<file path="config.mk">
export PLATFORM = sky130hd
export DESIGN_NAME = stroke_covers_char_test_core
export DESIGN_NICKNAME = d
export VERILOG_FILES = /design/src/sv/scct_pkg.sv /design/src/sv/scct_muldiv.sv /design/src/sv/scct_band_test.sv /design/src/sv/stroke_covers_char_test_core.sv
export VERILOG_INCLUDE_DIRS = /design/src /design/src/sv
export SDC_FILE = /design/constraint.sdc
export NUM_CORES = 1
export LEC_CHECK = 0
export BUFFER_PORTS_ARGS = -buffer_cell sky130_fd_sc_hd__buf_2
export CAP_MARGIN = 25
export CORE_MARGIN = 10
export CORE_UTILIZATION = 48
export CTS_CLUSTER_DIAMETER = 60
export DETAILED_ROUTE_END_ITERATION = 16
export PLACE_DENSITY = 0.73
export SLEW_MARGIN = 15
export SYNTH_ARGS = -nofsm -noshare
export SYNTH_HDL_FRONTEND = slang
export SYNTH_SLANG_ARGS = --single-unit
</file>
<file path="constraint.sdc">
create_clock -name aclk -period 10.18 [get_ports aclk]
set_clock_uncertainty 0.15 [all_clocks]
set_input_delay 2.036 -clock aclk [delete_from_list [all_inputs] [get_ports aclk]]
set_output_delay 2.036 -clock aclk [all_outputs]
set_load 0.01 [all_outputs]
</file>
<file path="src/sv/assert_macros.svh">
// ---------------------------------------------------------------------------
// assert_macros.svh
// Clocked assertion shorthands for the stroke coverage core.
// ---------------------------------------------------------------------------
`ifndef ASSERT_MACROS_SVH
`define ASSERT_MACROS_SVH

// property checked on every clock while out of reset
`define SCCT_ASSERT(label, prop, msg) \
    label: assert property (@(posedge aclk) disable iff (!aresetn) (prop)) \
        else $error(msg);

// condition in one cycle implies a result in the next
`define SCCT_ASSERT_NEXT(label, pre, post, msg) \
    label: assert property (@(posedge aclk) disable iff (!aresetn) (pre) |=> (post)) \
        else $error(msg);

`endif

</file>
<file path="src/sv/scct_pkg.sv">
// ---------------------------------------------------------------------------
// scct_pkg
// Shared constants, register indexes and types of the stroke coverage core.
// ---------------------------------------------------------------------------
package scct_pkg;

    localparam int HW_BITS      = 16;
    localparam int REG_IDX_BITS = 3;

    localparam logic [REG_IDX_BITS-1:0] REG_CHAR_LEFT   = 3'd0;
    localparam logic [REG_IDX_BITS-1:0] REG_CHAR_TOP    = 3'd1;
    localparam logic [REG_IDX_BITS-1:0] REG_CHAR_RIGHT  = 3'd2;
    localparam logic [REG_IDX_BITS-1:0] REG_CHAR_BOTTOM = 3'd3;
    localparam logic [REG_IDX_BITS-1:0] REG_HALF_WIDTH  = 3'd4;

    // 0.5 pt and 1/64 pt in 1/64 pt units
    localparam int HALF_PT = 32;
    localparam int MARGIN  = 1;

    typedef struct packed {
        logic busy;
        logic done;
    } md_stat_t;

endpackage

</file>
<file path="src/sv/scct_muldiv.sv">
// ---------------------------------------------------------------------------
// scct_muldiv
// Bit-serial multiply followed by restoring divide on one shared accumulator:
// quotient = floor(mag_a * mag_b / divisor), quotient below 2^(W+2).
// ---------------------------------------------------------------------------
module scct_muldiv #(
    parameter int W = 18
) (
    input  logic                 aclk,
    input  logic                 aresetn,
    input  logic                 start,
    input  logic [W:0]           mag_a,
    input  logic [W+1:0]         mag_b,
    input  logic [W+1:0]         divisor,
    output logic [W+1:0]         quotient,
    output scct_pkg::md_stat_t   md_stat
);
    import scct_pkg::*;

    localparam int AW   = 2 * W + 4;
    localparam int CNTW = $clog2(W + 3);
    localparam logic [CNTW-1:0] MUL_STEPS = CNTW'(W + 1);
    localparam logic [CNTW-1:0] DIV_STEPS = CNTW'(W + 2);

    logic [AW-1:0]   acc_reg, acc_next;
    logic [W:0]      a_reg, a_next;
    logic [W+1:0]    b_reg, b_next;
    logic [W+1:0]    d_reg, d_next;
    logic [CNTW-1:0] cnt_reg, cnt_next;
    logic            mul_run_reg, mul_run_next;
    logic            div_run_reg, div_run_next;
    logic            done_reg, done_next;

    logic [W+2:0]    trial;
    logic [W+2:0]    diff;
    logic            fits;
    logic [W+1:0]    rem;
    md_stat_t        stat;

    assign trial = acc_reg[AW-1:W+1];
    assign diff  = trial - {1'b0, d_reg};
    assign fits  = (trial >= {1'b0, d_reg});
    assign rem   = fits ? diff[W+1:0] : trial[W+1:0];

    always_comb begin
        acc_next     = acc_reg;
        a_next       = a_reg;
        b_next       = b_reg;
        d_next       = d_reg;
        cnt_next     = cnt_reg;
        mul_run_next = mul_run_reg;
        div_run_next = div_run_reg;
        done_next    = 1'b0;
        if (start) begin
            acc_next     = '0;
            a_next       = mag_a;
            b_next       = mag_b;
            d_next       = divisor;
            cnt_next     = MUL_STEPS;
            mul_run_next = 1'b1;
        end else if (mul_run_reg) begin
            acc_next = {acc_reg[AW-2:0], 1'b0} + (a_reg[W] ? AW'(b_reg) : '0);
            a_next   = {a_reg[W-1:0], 1'b0};
            cnt_next = cnt_reg - CNTW'(1);
            if (cnt_reg == CNTW'(1)) begin
                mul_run_next = 1'b0;
                div_run_next = 1'b1;
                cnt_next     = DIV_STEPS;
            end
        end else if (div_run_reg) begin
            acc_next = {rem, acc_reg[W:0], fits};
            cnt_next = cnt_reg - CNTW'(1);
            if (cnt_reg == CNTW'(1)) begin
                div_run_next = 1'b0;
                done_next    = 1'b1;
            end
        end
    end

    always_ff @(posedge aclk) begin
        if (!aresetn) begin
            cnt_reg     <= '0;
            mul_run_reg <= 1'b0;
            div_run_reg <= 1'b0;
            done_reg    <= 1'b0;
        end else begin
            cnt_reg     <= cnt_next;
            mul_run_reg <= mul_run_next;
            div_run_reg <= div_run_next;
            done_reg    <= done_next;
        end
    end

    always_ff @(posedge aclk) begin
        acc_reg <= acc_next;
        a_reg   <= a_next;
        b_reg   <= b_next;
        d_reg   <= d_next;
    end

    assign stat.busy = mul_run_reg | div_run_reg;
    assign stat.done = done_reg;
    assign md_stat   = stat;
    assign quotient  = acc_reg[W+1:0];

endmodule

</file>
<file path="src/sv/scct_band_test.sv">
// ---------------------------------------------------------------------------
// scct_band_test
// Overlap of a vertical stroke band with the character core, in quarter units.
// ---------------------------------------------------------------------------
module scct_band_test #(
    parameter int W  = 18,
    parameter int BW = 23
) (
    input  logic signed [BW-1:0] band_top,
    input  logic signed [BW-1:0] band_bot,
    input  logic signed [W-1:0]  box_top,
    input  logic signed [W-1:0]  box_bot,
    output logic                 hit
);
    import scct_pkg::*;

    localparam int TW = BW + 4;
    localparam logic signed [TW-1:0] MARGIN4 = TW'(4 * MARGIN);

    logic signed [TW-1:0] top_e, bot_e, height;
    logic signed [TW-1:0] core_top4, core_bot4;
    logic signed [TW-1:0] band_top4, band_bot4;

    assign top_e     = TW'(box_top);
    assign bot_e     = TW'(box_bot);
    assign height    = bot_e - top_e;
    assign core_top4 = (top_e <<< 2) + height;
    assign core_bot4 = (bot_e <<< 2) + height;
    assign band_top4 = TW'(band_top) <<< 2;
    assign band_bot4 = TW'(band_bot) <<< 2;

    assign hit = (band_bot4 > core_top4 + MARGIN4) && (band_top4 < core_bot4 - MARGIN4);

endmodule

</file>
<file path="src/sv/stroke_covers_char_test_core.sv">
// ---------------------------------------------------------------------------
// stroke_covers_char_test_core
// Highlighter stroke versus character box coverage test.
// ---------------------------------------------------------------------------
// Stroke points enter one word at a time; every point after the first closes
// a segment with the point before it, and a word flagged last_point produces
// one covered word telling whether any segment of the stroke reached the box
// core (the box moved down a quarter of its height, less one LSB at top and
// bottom). Coordinates are two's complement in 1/64 pt. A first point goes
// IDLE to FINISH; a segment whose x span misses the box centre adds SETUP, a
// nearly upright one SETUP and TEST, a sloped one SETUP, MUL, YCALC and TEST,
// with a bit-serial multiply and restoring divide interpolating y at the
// centre. A last point also waits while the previous covered word is held
// in the output register. The user must write box and half width via the cfg
// port only while the core is idle (not enforced); an unknown index is dropped.
`include "assert_macros.svh"

module stroke_covers_char_test_core #(
    parameter int COORD_BITS = 18,
    localparam int CFG_BITS =
        (COORD_BITS > scct_pkg::HW_BITS) ? COORD_BITS : scct_pkg::HW_BITS
) (
    input  logic                              aclk,
    input  logic                              aresetn,
    input  logic                              cfg_we,
    input  logic [scct_pkg::REG_IDX_BITS-1:0] cfg_index,
    input  logic [CFG_BITS-1:0]               cfg_wdata,
    input  logic                              s_valid,
    output logic                              s_ready,
    input  logic signed [COORD_BITS-1:0]      s_point_x,
    input  logic signed [COORD_BITS-1:0]      s_point_y,
    input  logic                              s_last_point,
    output logic                              m_valid,
    input  logic                              m_ready,
    output logic                              m_covered
);
    import scct_pkg::*;

    localparam int W  = COORD_BITS;
    localparam int EW = W + 4;
    localparam int YW = W + 4;
    localparam int BW = ((YW > HW_BITS + 1) ? YW : HW_BITS + 1) + 1;

    localparam logic signed [EW-1:0] HALF2 = EW'(2 * HALF_PT);
    localparam logic [EW-1:0]        HALF  = EW'(HALF_PT);

    localparam logic [2:0] ST_IDLE   = 3'd0;
    localparam logic [2:0] ST_SETUP  = 3'd1;
    localparam logic [2:0] ST_MUL    = 3'd2;
    localparam logic [2:0] ST_YCALC  = 3'd3;
    localparam logic [2:0] ST_TEST   = 3'd4;
    localparam logic [2:0] ST_FINISH = 3'd5;

    logic [2:0]             state_reg, state_next;
    logic signed [W-1:0]    box_left_reg, box_left_next;
    logic signed [W-1:0]    box_top_reg, box_top_next;
    logic signed [W-1:0]    box_right_reg, box_right_next;
    logic signed [W-1:0]    box_bot_reg, box_bot_next;
    logic [HW_BITS-1:0]     half_width_reg, half_width_next;
    logic                   have_prev_reg, have_prev_next;
    logic                   hit_seen_reg, hit_seen_next;
    logic                   m_valid_reg, m_valid_next;
    logic                   m_covered_reg, m_covered_next;
    logic signed [W-1:0]    prev_x_reg, prev_x_next;
    logic signed [W-1:0]    prev_y_reg, prev_y_next;
    logic signed [W-1:0]    cur_x_reg, cur_x_next;
    logic signed [W-1:0]    cur_y_reg, cur_y_next;
    logic                   last_reg, last_next;
    logic                   neg_reg, neg_next;
    logic signed [BW-1:0]   band_top_reg, band_top_next;
    logic signed [BW-1:0]   band_bot_reg, band_bot_next;

    logic signed [EW-1:0]   cx2, px_e, py_e, qx_e, qy_e;
    logic signed [EW-1:0]   xmin_e, xmax_e, ymin_e, ymax_e;
    logic signed [EW-1:0]   dx, dy, ex;
    logic [EW-1:0]          adx, ady, aex;
    logic                   span_ok, upright, neg;
    logic signed [BW-1:0]   hw_b;
    logic signed [YW-1:0]   py_y, q_y, y_at;
    logic                   md_start;
    logic [W+1:0]           md_quot;
    md_stat_t               md_stat;
    logic                   band_hit;

    // segment geometry from the previous and current point
    assign cx2    = EW'(box_left_reg) + EW'(box_right_reg);
    assign px_e   = EW'(prev_x_reg);
    assign py_e   = EW'(prev_y_reg);
    assign qx_e   = EW'(cur_x_reg);
    assign qy_e   = EW'(cur_y_reg);
    assign xmin_e = (px_e < qx_e) ? px_e : qx_e;
    assign xmax_e = (px_e < qx_e) ? qx_e : px_e;
    assign ymin_e = (py_e < qy_e) ? py_e : qy_e;
    assign ymax_e = (py_e < qy_e) ? qy_e : py_e;
    assign span_ok = (cx2 >= (xmin_e <<< 1) - HALF2) && (cx2 <= (xmax_e <<< 1) + HALF2);
    assign dx     = qx_e - px_e;
    assign dy     = qy_e - py_e;
    assign ex     = cx2 - (px_e <<< 1);
    assign adx    = dx[EW-1] ? -dx : dx;
    assign ady    = dy[EW-1] ? -dy : dy;
    assign aex    = ex[EW-1] ? -ex : ex;
    assign upright = (adx < HALF);
    assign neg    = dx[EW-1] ^ dy[EW-1] ^ ex[EW-1];
    assign hw_b   = BW'(half_width_reg);

    assign py_y = YW'(prev_y_reg);
    assign q_y  = YW'(md_quot);
    assign y_at = neg_reg ? py_y - q_y : py_y + q_y;

    assign md_start = (state_reg == ST_SETUP) && span_ok && !upright;

    scct_muldiv #(
        .W (W)
    ) u_muldiv (
        .aclk     (aclk),
        .aresetn  (aresetn),
        .start    (md_start),
        .mag_a    (ady[W:0]),
        .mag_b    (aex[W+1:0]),
        .divisor  ({adx[W:0], 1'b0}),
        .quotient (md_quot),
        .md_stat  (md_stat)
    );

    scct_band_test #(
        .W  (W),
        .BW (BW)
    ) u_band_test (
        .band_top (band_top_reg),
        .band_bot (band_bot_reg),
        .box_top  (box_top_reg),
        .box_bot  (box_bot_reg),
        .hit      (band_hit)
    );

    always_comb begin
        state_next      = state_reg;
        box_left_next   = box_left_reg;
        box_top_next    = box_top_reg;
        box_right_next  = box_right_reg;
        box_bot_next    = box_bot_reg;
        half_width_next = half_width_reg;
        have_prev_next  = have_prev_reg;
        hit_seen_next   = hit_seen_reg;
        m_valid_next    = m_valid_reg;
        m_covered_next  = m_covered_reg;
        prev_x_next     = prev_x_reg;
        prev_y_next     = prev_y_reg;
        cur_x_next      = cur_x_reg;
        cur_y_next      = cur_y_reg;
        last_next       = last_reg;
        neg_next        = neg_reg;
        band_top_next   = band_top_reg;
        band_bot_next   = band_bot_reg;

        if (cfg_we) begin
            unique case (cfg_index)
                REG_CHAR_LEFT:   box_left_next   = cfg_wdata[W-1:0];
                REG_CHAR_TOP:    box_top_next    = cfg_wdata[W-1:0];
                REG_CHAR_RIGHT:  box_right_next  = cfg_wdata[W-1:0];
                REG_CHAR_BOTTOM: box_bot_next    = cfg_wdata[W-1:0];
                REG_HALF_WIDTH:  half_width_next = cfg_wdata[HW_BITS-1:0];
                default: ;
            endcase
        end

        if (m_valid_reg && m_ready) begin
            m_valid_next = 1'b0;
        end

        unique case (state_reg)
            ST_IDLE: begin
                if (s_valid) begin
                    cur_x_next = s_point_x;
                    cur_y_next = s_point_y;
                    last_next  = s_last_point;
                    state_next = have_prev_reg ? ST_SETUP : ST_FINISH;
                end
            end
            ST_SETUP: begin
                if (!span_ok) begin
                    state_next = ST_FINISH;
                end else if (upright) begin
                    band_top_next = BW'(ymin_e) - hw_b;
                    band_bot_next = BW'(ymax_e) + hw_b;
                    state_next    = ST_TEST;
                end else begin
                    neg_next   = neg;
                    state_next = ST_MUL;
                end
            end
            ST_MUL: begin
                if (md_stat.done) begin
                    state_next = ST_YCALC;
                end
            end
            ST_YCALC: begin
                band_top_next = BW'(y_at) - hw_b;
                band_bot_next = BW'(y_at) + hw_b;
                state_next    = ST_TEST;
            end
            ST_TEST: begin
                if (band_hit) begin
                    hit_seen_next = 1'b1;
                end
                state_next = ST_FINISH;
            end
            ST_FINISH: begin
                if (!last_reg) begin
                    prev_x_next    = cur_x_reg;
                    prev_y_next    = cur_y_reg;
                    have_prev_next = 1'b1;
                    state_next     = ST_IDLE;
                end else if (!m_valid_reg || m_ready) begin
                    m_valid_next   = 1'b1;
                    m_covered_next = hit_seen_reg;
                    prev_x_next    = cur_x_reg;
                    prev_y_next    = cur_y_reg;
                    have_prev_next = 1'b0;
                    hit_seen_next  = 1'b0;
                    state_next     = ST_IDLE;
                end
            end
            default: state_next = ST_IDLE;
        endcase
    end

    always_ff @(posedge aclk) begin
        if (!aresetn) begin
            state_reg      <= ST_IDLE;
            box_left_reg   <= '0;
            box_top_reg    <= '0;
            box_right_reg  <= '0;
            box_bot_reg    <= '0;
            half_width_reg <= '0;
            have_prev_reg  <= 1'b0;
            hit_seen_reg   <= 1'b0;
            m_valid_reg    <= 1'b0;
        end else begin
            state_reg      <= state_next;
            box_left_reg   <= box_left_next;
            box_top_reg    <= box_top_next;
            box_right_reg  <= box_right_next;
            box_bot_reg    <= box_bot_next;
            half_width_reg <= half_width_next;
            have_prev_reg  <= have_prev_next;
            hit_seen_reg   <= hit_seen_next;
            m_valid_reg    <= m_valid_next;
        end
    end

    always_ff @(posedge aclk) begin
        m_covered_reg <= m_covered_next;
        prev_x_reg    <= prev_x_next;
        prev_y_reg    <= prev_y_next;
        cur_x_reg     <= cur_x_next;
        cur_y_reg     <= cur_y_next;
        last_reg      <= last_next;
        neg_reg       <= neg_next;
        band_top_reg  <= band_top_next;
        band_bot_reg  <= band_bot_next;
    end

    assign s_ready   = (state_reg == ST_IDLE);
    assign m_valid   = m_valid_reg;
    assign m_covered = m_covered_reg;

    `SCCT_ASSERT(a_hit_needs_stroke, hit_seen_reg |-> have_prev_reg, "hit flag outside a stroke")
    `SCCT_ASSERT(a_md_done_in_mul, md_stat.done |-> (state_reg == ST_MUL), "divider done out of turn")
    `SCCT_ASSERT(a_out_from_last, $rose(m_valid_reg) |-> $past(state_reg == ST_FINISH && last_reg), "word without last point")
    `SCCT_ASSERT_NEXT(a_first_point_skip, s_valid && s_ready && !have_prev_reg, state_reg == ST_FINISH, "first point started a segment")

endmodule

</file>
# Yosys cells after proc, flatten, opt, wreduce, memory -nomap -nowiden
# Index checks and enable logic that the tools add are counted.
[classes]
add_sub_neg = 23
mul = 0
n_div = 0
n_lt_le_gt_ge = 8
eq_ne = 20
n_shift = 0
mux = 52
bitwise = 6
reduce_logical = 30
[ops]
columns = ["operator", "n"]
rows = [
  ["$mux 23", 4],
  ["$pmux 23 s2", 2],
  ["$mux 22", 4],
  ["$mux 40", 2],
  ["$mux 18", 4],
  ["$mux 20", 3],
  ["$mux 19", 3],
  ["$sub 18x18->19", 3],
  ["$add 22x17->23", 2],
  ["$sub 22x17->23", 2],
  ["$add 20x19->21", 2],
  ["$mux 21", 2],
  ["$add 40x40->40", 1],
  ["$lt 18x18->1", 2],
  ["$add 27x4->27 const B", 1],
  ["$gt 25x27->1", 1],
  ["$lt 25x27->1", 1],
  ["$sub 27x4->27 const B", 1],
  ["$add 18x21->22", 1],
  ["$add 22x8->22 const B", 1],
  ["$ge 19x22->1", 1],
  ["$le 19x22->1", 1],
  ["$lt 22x6->1 const B", 1],
  ["$neg 19->22", 1],
  ["other kinds (34)", 93],
]
[word_totals]
reg_bits = 321
latch_bits = 0
ramBits = 0
mem_bits_ro = 0
inputBits = 63
output_inout_bits = 3
elab_cells = 166
memories = 0

# Logic depth before layout (Yosys ltp)
[depth]
word_depth = 9
ltp_mapped = 37
mapped_depth_nobuf = 37

# Cells and area by module
# Synthesis repeated with hierarchy kept, for this count alone.
[hier_totals]
hier_cells = 3384
area_unflattened_um2 = 29060.4
[modules_own_cells]
columns = ["module", "instances", "cells_each", "area_each_um2", "seq_area_each_um2"]
rows = [
  ["stroke_covers_char_test_core", 1, 2145, 18041.1, 5515.3],
  ["scct_muldiv", 1, 715, 6975.4, 2732.6],
  ["scct_band_test", 1, 524, 4043.9, 0.0],
]

# Worst setup path before layout
# No wires, ideal clock.
[synth_timing]
path_kind = "reg-to-reg"
from = "reg prev_x_reg[7]"
to = "reg band_bot_reg[0], enable pin"
setup_ns = 0.450
t_arrival_ns = 7.581
t_required_ns = 9.580
setup_slack_ns = 2.000
path_stages_with_launch = 30
n_path_buf = 4
synth_period_minus_slack_ns = 8.180
cell_sequence = "edfxtp_1 clkbuf_1 inv_1 ha_1 a21oi_1 o21ai_0 a21oi_1 a211oi_1 nand3b_1 nand2_1 clkbuf_1 buf_1 clkbuf_1 nor2_1 a21oi_1 ha_1 a21boi_0 nand2_1 xor2_1 nand2_1 o21ai_0 ha_1 nand4_1 o21ai_0 nand2_1 a41oi_1 a31oi_1 a211oi_1 a41oi_1 nor2_1"
[synth_between]
elab_chain_cells = 7
word_cells_on_any_way = 15
classes_between = "add/sub (4); order compare (4); eq/ne (2); mux (3); reduce/logical (2)"
[synth_rtl]
columns = ["element", "line_no", "source"]
rows = [
  ["start: declaration", "stroke_covers_char_test_core.sv:64", "logic signed [W-1:0] prev_x_reg, prev_x_next;"],
  ["start signal: assignment", "stroke_covers_char_test_core.sv:254", "prev_x_reg <= prev_x_next;"],
  ["$lt 18x18->1", "stroke_covers_char_test_core.sv:91, stroke_covers_char_test_core.sv:92", ""],
  ["$mux 21, on equally long branches", "stroke_covers_char_test_core.sv:91, stroke_covers_char_test_core.sv:92", ""],
  ["$sub 22x8->22 or $add 22x8->22 (tied branches)", "stroke_covers_char_test_core.sv:95", "assign span_ok = (cx2 >= (xmin_e <<< 1) - HALF2) && (cx2 <= (xmax_e <<< 1) + HALF2);"],
  ["$ge 19x22->1 or $le 19x22->1 (tied branches)", "stroke_covers_char_test_core.sv:95", ""],
  ["$logic_and 1x1->1", "stroke_covers_char_test_core.sv:95", ""],
  ["$ne 2x2->1 (no source line)", "--", ""],
  ["$reduce_and 3->1 (no source line) (*)", "--", ""],
  ["end signal: assignment", "stroke_covers_char_test_core.sv:261", "band_bot_reg <= band_bot_next;"],
  ["end: declaration", "stroke_covers_char_test_core.sv:71", "logic signed [BW-1:0] band_bot_reg, band_bot_next;"],
]
# Mark *: on every way between the ends. The rest lies on a longest branch, timed or not.
# A chain may end at the register's enable or synchronous reset.

# Final worst setup path
[layout_timing]
from = "reg cur_x_reg[5]"
to = "reg u_muldiv.d_reg[9], enable pin"
[layout_between]
elab_chain_cells = 7
word_cells_on_any_way = 15
classes_between = "add/sub (4); order compare (4); mux (3); reduce/logical (4)"
[layout_rtl]
columns = ["element", "line_no", "source"]
rows = [
  ["start: declaration", "stroke_covers_char_test_core.sv:66", "logic signed [W-1:0] cur_x_reg, cur_x_next;"],
  ["start signal: assignment", "stroke_covers_char_test_core.sv:256", "cur_x_reg <= cur_x_next;"],
  ["$lt 18x18->1", "stroke_covers_char_test_core.sv:91, stroke_covers_char_test_core.sv:92", ""],
  ["$mux 21, on equally long branches", "stroke_covers_char_test_core.sv:91, stroke_covers_char_test_core.sv:92", ""],
  ["$sub 22x8->22 or $add 22x8->22 (tied branches)", "stroke_covers_char_test_core.sv:95", ""],
  ["$ge 19x22->1 or $le 19x22->1 (tied branches)", "stroke_covers_char_test_core.sv:95", ""],
  ["$logic_and 1x1->1", "stroke_covers_char_test_core.sv:95", ""],
  ["$logic_and 1x1->1", "stroke_covers_char_test_core.sv:110", "assign md_start = (state_reg == ST_SETUP) && span_ok && !upright;"],
  ["$logic_and 1x1->1 (*)", "stroke_covers_char_test_core.sv:110", ""],
  ["end signal: assignment", "scct_muldiv.sv:98", "d_reg <= d_next;"],
  ["end: declaration", "scct_muldiv.sv:28", "logic [W+1:0] d_reg, d_next;"],
]
# Marked as above.

==> results.md <==
- Met3 usage: 3.72%
- Worst slew margin: 27.8%
- Initial Util: 48.7%
- GR Util met2: 32.6%
- Final hold violation count: 0
- Final core utilization: 53.1%
- Max Fanout on Critical Path: 41
- End of the critical path: u_muldiv.d_reg[9]
- Setup bufs post-CTS: 0
- Die Y-Extent: 263 um
- Min-delay worst type: flip-flop to flip-flop
- Peak VDD IR: 0.000167 V
- RSZ-0062 raised after global routing: false
- GR peak layer: met2
- Crit-path max cell delay: 0.63 ns
- Mapped Cells: 3,354
- Final Cycle Share: 80.5%
- XOR/XNOR share of the synthesized area: 9.75%
- Mean number of vias per cell: 5.79
- Pwr dens: 208 nW/um^2
- Tmin final: 8.20 ns
- Ys async rst share: 0%
- Final WL: 74,500 um
- Core area: 58,000 sq um
- # clock sinks: 321
- DPL Wire Length: 57,300 um
- Gp weighted congestion: 0.913
- Worst-Margin Slew: 1.06 ns
- Root Driver: clkbuf_16
- Top cell type's share of synthesized area: 19.0%
- Post-route setup TNS: 0 ns
- Met1 Use GR: 28.3%
- Ant diodes: 0
- Synth Area in Adders: 15.2%
- Grt ovf: 0
- Buffers on Ports: 65
- Post-Syn Area: 28,300 sq um
- Num CTS Buffers: 42
- Worst-case reg-to-reg path depth: 27
- Die X: 263 um
- Worst setup startpoint: cur_x_reg[5]
- Worst hold slack: 0.308 ns
- Routed vias: 24,185
- Hold buffers post-CTS: 0
- Final Max Tran Viols: 0
- CP Class: flip-flop to flip-flop
- Synthesis-to-layout area growth: 8.85%
- Vias in the first global route: 22,567
- WL/cell: 17.8 um
- Max FFs per register: 40
- Synth area leaders: edfxtp_1 (19%), ha_1 (14%), dfxtp_1 (10%)
- Post-synthesis compound-gate area fraction: 19.9%
- CP endpoint kind: flip-flop
- R2R Setup Slk: 1.98 ns
- Commonest cells post-synth: a21oi_1 (366), nand2_1 (338), ha_1 (325)
- R2r startpoint: cur_x_reg[5]
- Yosys top cell by area: edfxtp_1
- Multiplexer share of the synthesized area: 2.91%
- Total power: 6420 uW
- Post-DRT Antenna Nets: 0
- Synth Area in Simple Gates: 18.9%
- Terminus of the critical flop-to-flop path: u_muldiv.d_reg[9]
- Number of synthesized flops with an enable pin: 179
- Count leader, synth: a21oi_1
- Clock-pin slew on the worst setup and hold paths: 0.06 ns
- DRC: 0
- Largest family of logic cells by synthesized area: compound AO/OA/AOI/OAI gates
- First-pass detailed-route iteration total: 5
- PostCTS Resize Cnt: 0
- CTS Buffer Depth: 3
- CTS tree: yes
- Initial antenna violation count: 2
- Leakage power: 0.0125 uW
- Type of origin of the critical path: flip-flop
- Initial DRC count: 1,923
- Fmax: 0.122 GHz
- Worst Path Required: 10.25 ns
- Top FF cell, synth: edfxtp_1
- First-pass GRT wire length: 119,000 um
- GR Util All Layers: 20.7%
- Crit path DAT: 8.27 ns
- Pin count of the biggest net entering global routing: 91
- Register area share after synthesis: 29.1%
- Std cell rows: 88
- Finished Layout Cells: 4,176
- Net count, final: 3,777
- Netlist cell types: 90
- Outcome: finished, final reports clean
- Layout cells sized above 1: 6.86%
- DP Cell Count: 4,096
- Clk Latency, worst-skew pair: 0.61 ns
- Post-synthesis register bit count: 321
- Avg Cell Area, Syn: 8.43 sq um
- Final setup violation count: 0
- Synth Warn #: 0
- Max_cap viols: 0
- Mapped Nets: 3,754
- I/O pin cnt: 66
- H-tree Lvls: 2
- Die area: 69,000 sq um
- Crit-path slowest cell: a21boi_0
[cell usage in the layout, fill, tap and decap left out, types with 43 or more instances in the layout]
cell type	instances
clkbuf_16	43
nor2_1	287
nand2_1	337
o21ai_0	135
xnor2_1	212
nor3_1	74
edfxtp_1	179
mux2i_1	65
ha_1	325
xor2_1	103
nand3_1	68
inv_1	200
buf_2	65
dfxtp_1	140
a211oi_1	44
nor2b_1	71
a21o_1	70
a21oi_1	365
[final cells by class]
| cell class | count | area (sq um) |
|---|---|---|
| Clock buffer | 54 | 1190 |
| Clock inverter | 24 | 269 |
| Fill cell | 5378 | 27200 |
| Inverter | 202 | 761 |
| Multi-Input combinational cell | 2727 | 18900 |
| Sequential cell | 321 | 8220 |
| Tap cell | 765 | 957 |
| Timing Repair Buffer | 83 | 484 |
[worst max-delay path, delay by kind of cell (launching register included)]
family | cells | cell delay, ns
flops | 1 | 0.53
compound gates | 14 | 3.70
fa+ha+maj | 3 | 0.99
xor+xnor | 1 | 0.16
buf+inv | 2 | 0.90
simple gates | 7 | 1.35
[how the worst min path moves through the flow]
stage / start / endpoint / slack, ns / depth (start not counted)
after floorplan: hit_seen_reg / m_covered / 0.26 / 0
after global placement: box_right_reg[13] / box_right_reg[13] / 0.30 / 2
after detailed placement: box_left_reg[10] / box_left_reg[10] / 0.30 / 2
after CTS: box_left_reg[10] / box_left_reg[10] / 0.31 / 2
after global routing: box_right_reg[5] / box_right_reg[5] / 0.32 / 2
final: box_left_reg[10] / box_left_reg[10] / 0.31 / 2
[metrics by stage]
step | setup slack, ns | area (sq um)
final | 1.98 | 30800
after global routing | 1.29 | 30800
after CTS | 2.03 | 30700
after detailed placement | 2.07 | 29300
after global placement | 2.13 | 29300
after floorplan | 2.00 | 28300
[power by group]
group          internal, uW  switching (uW)
registers              1590             229
clock network           897             644
logic                  1310            1740
total                  3810            2610
[kinds of logic (layout without fill, tap and decap cells)]
logic type	after synthesis	after routing
buffers and inverters	306	363
multiplexers	79	79
XOR/XNOR	315	315
adder cells (fa/ha/maj)	337	337
flip-flops	321	321
AND/OR/NAND/NOR	1108	1108
AO/OA/AOI/OAI	888	888
[layer usage]
layer	up-vias	part of all wire, %
li1	12176	-
met1	11253	47
met3	114	6.5
met4	2	2.6
met2	640	44
met5	-	0.016
Power figures use the tool's default switching activity.
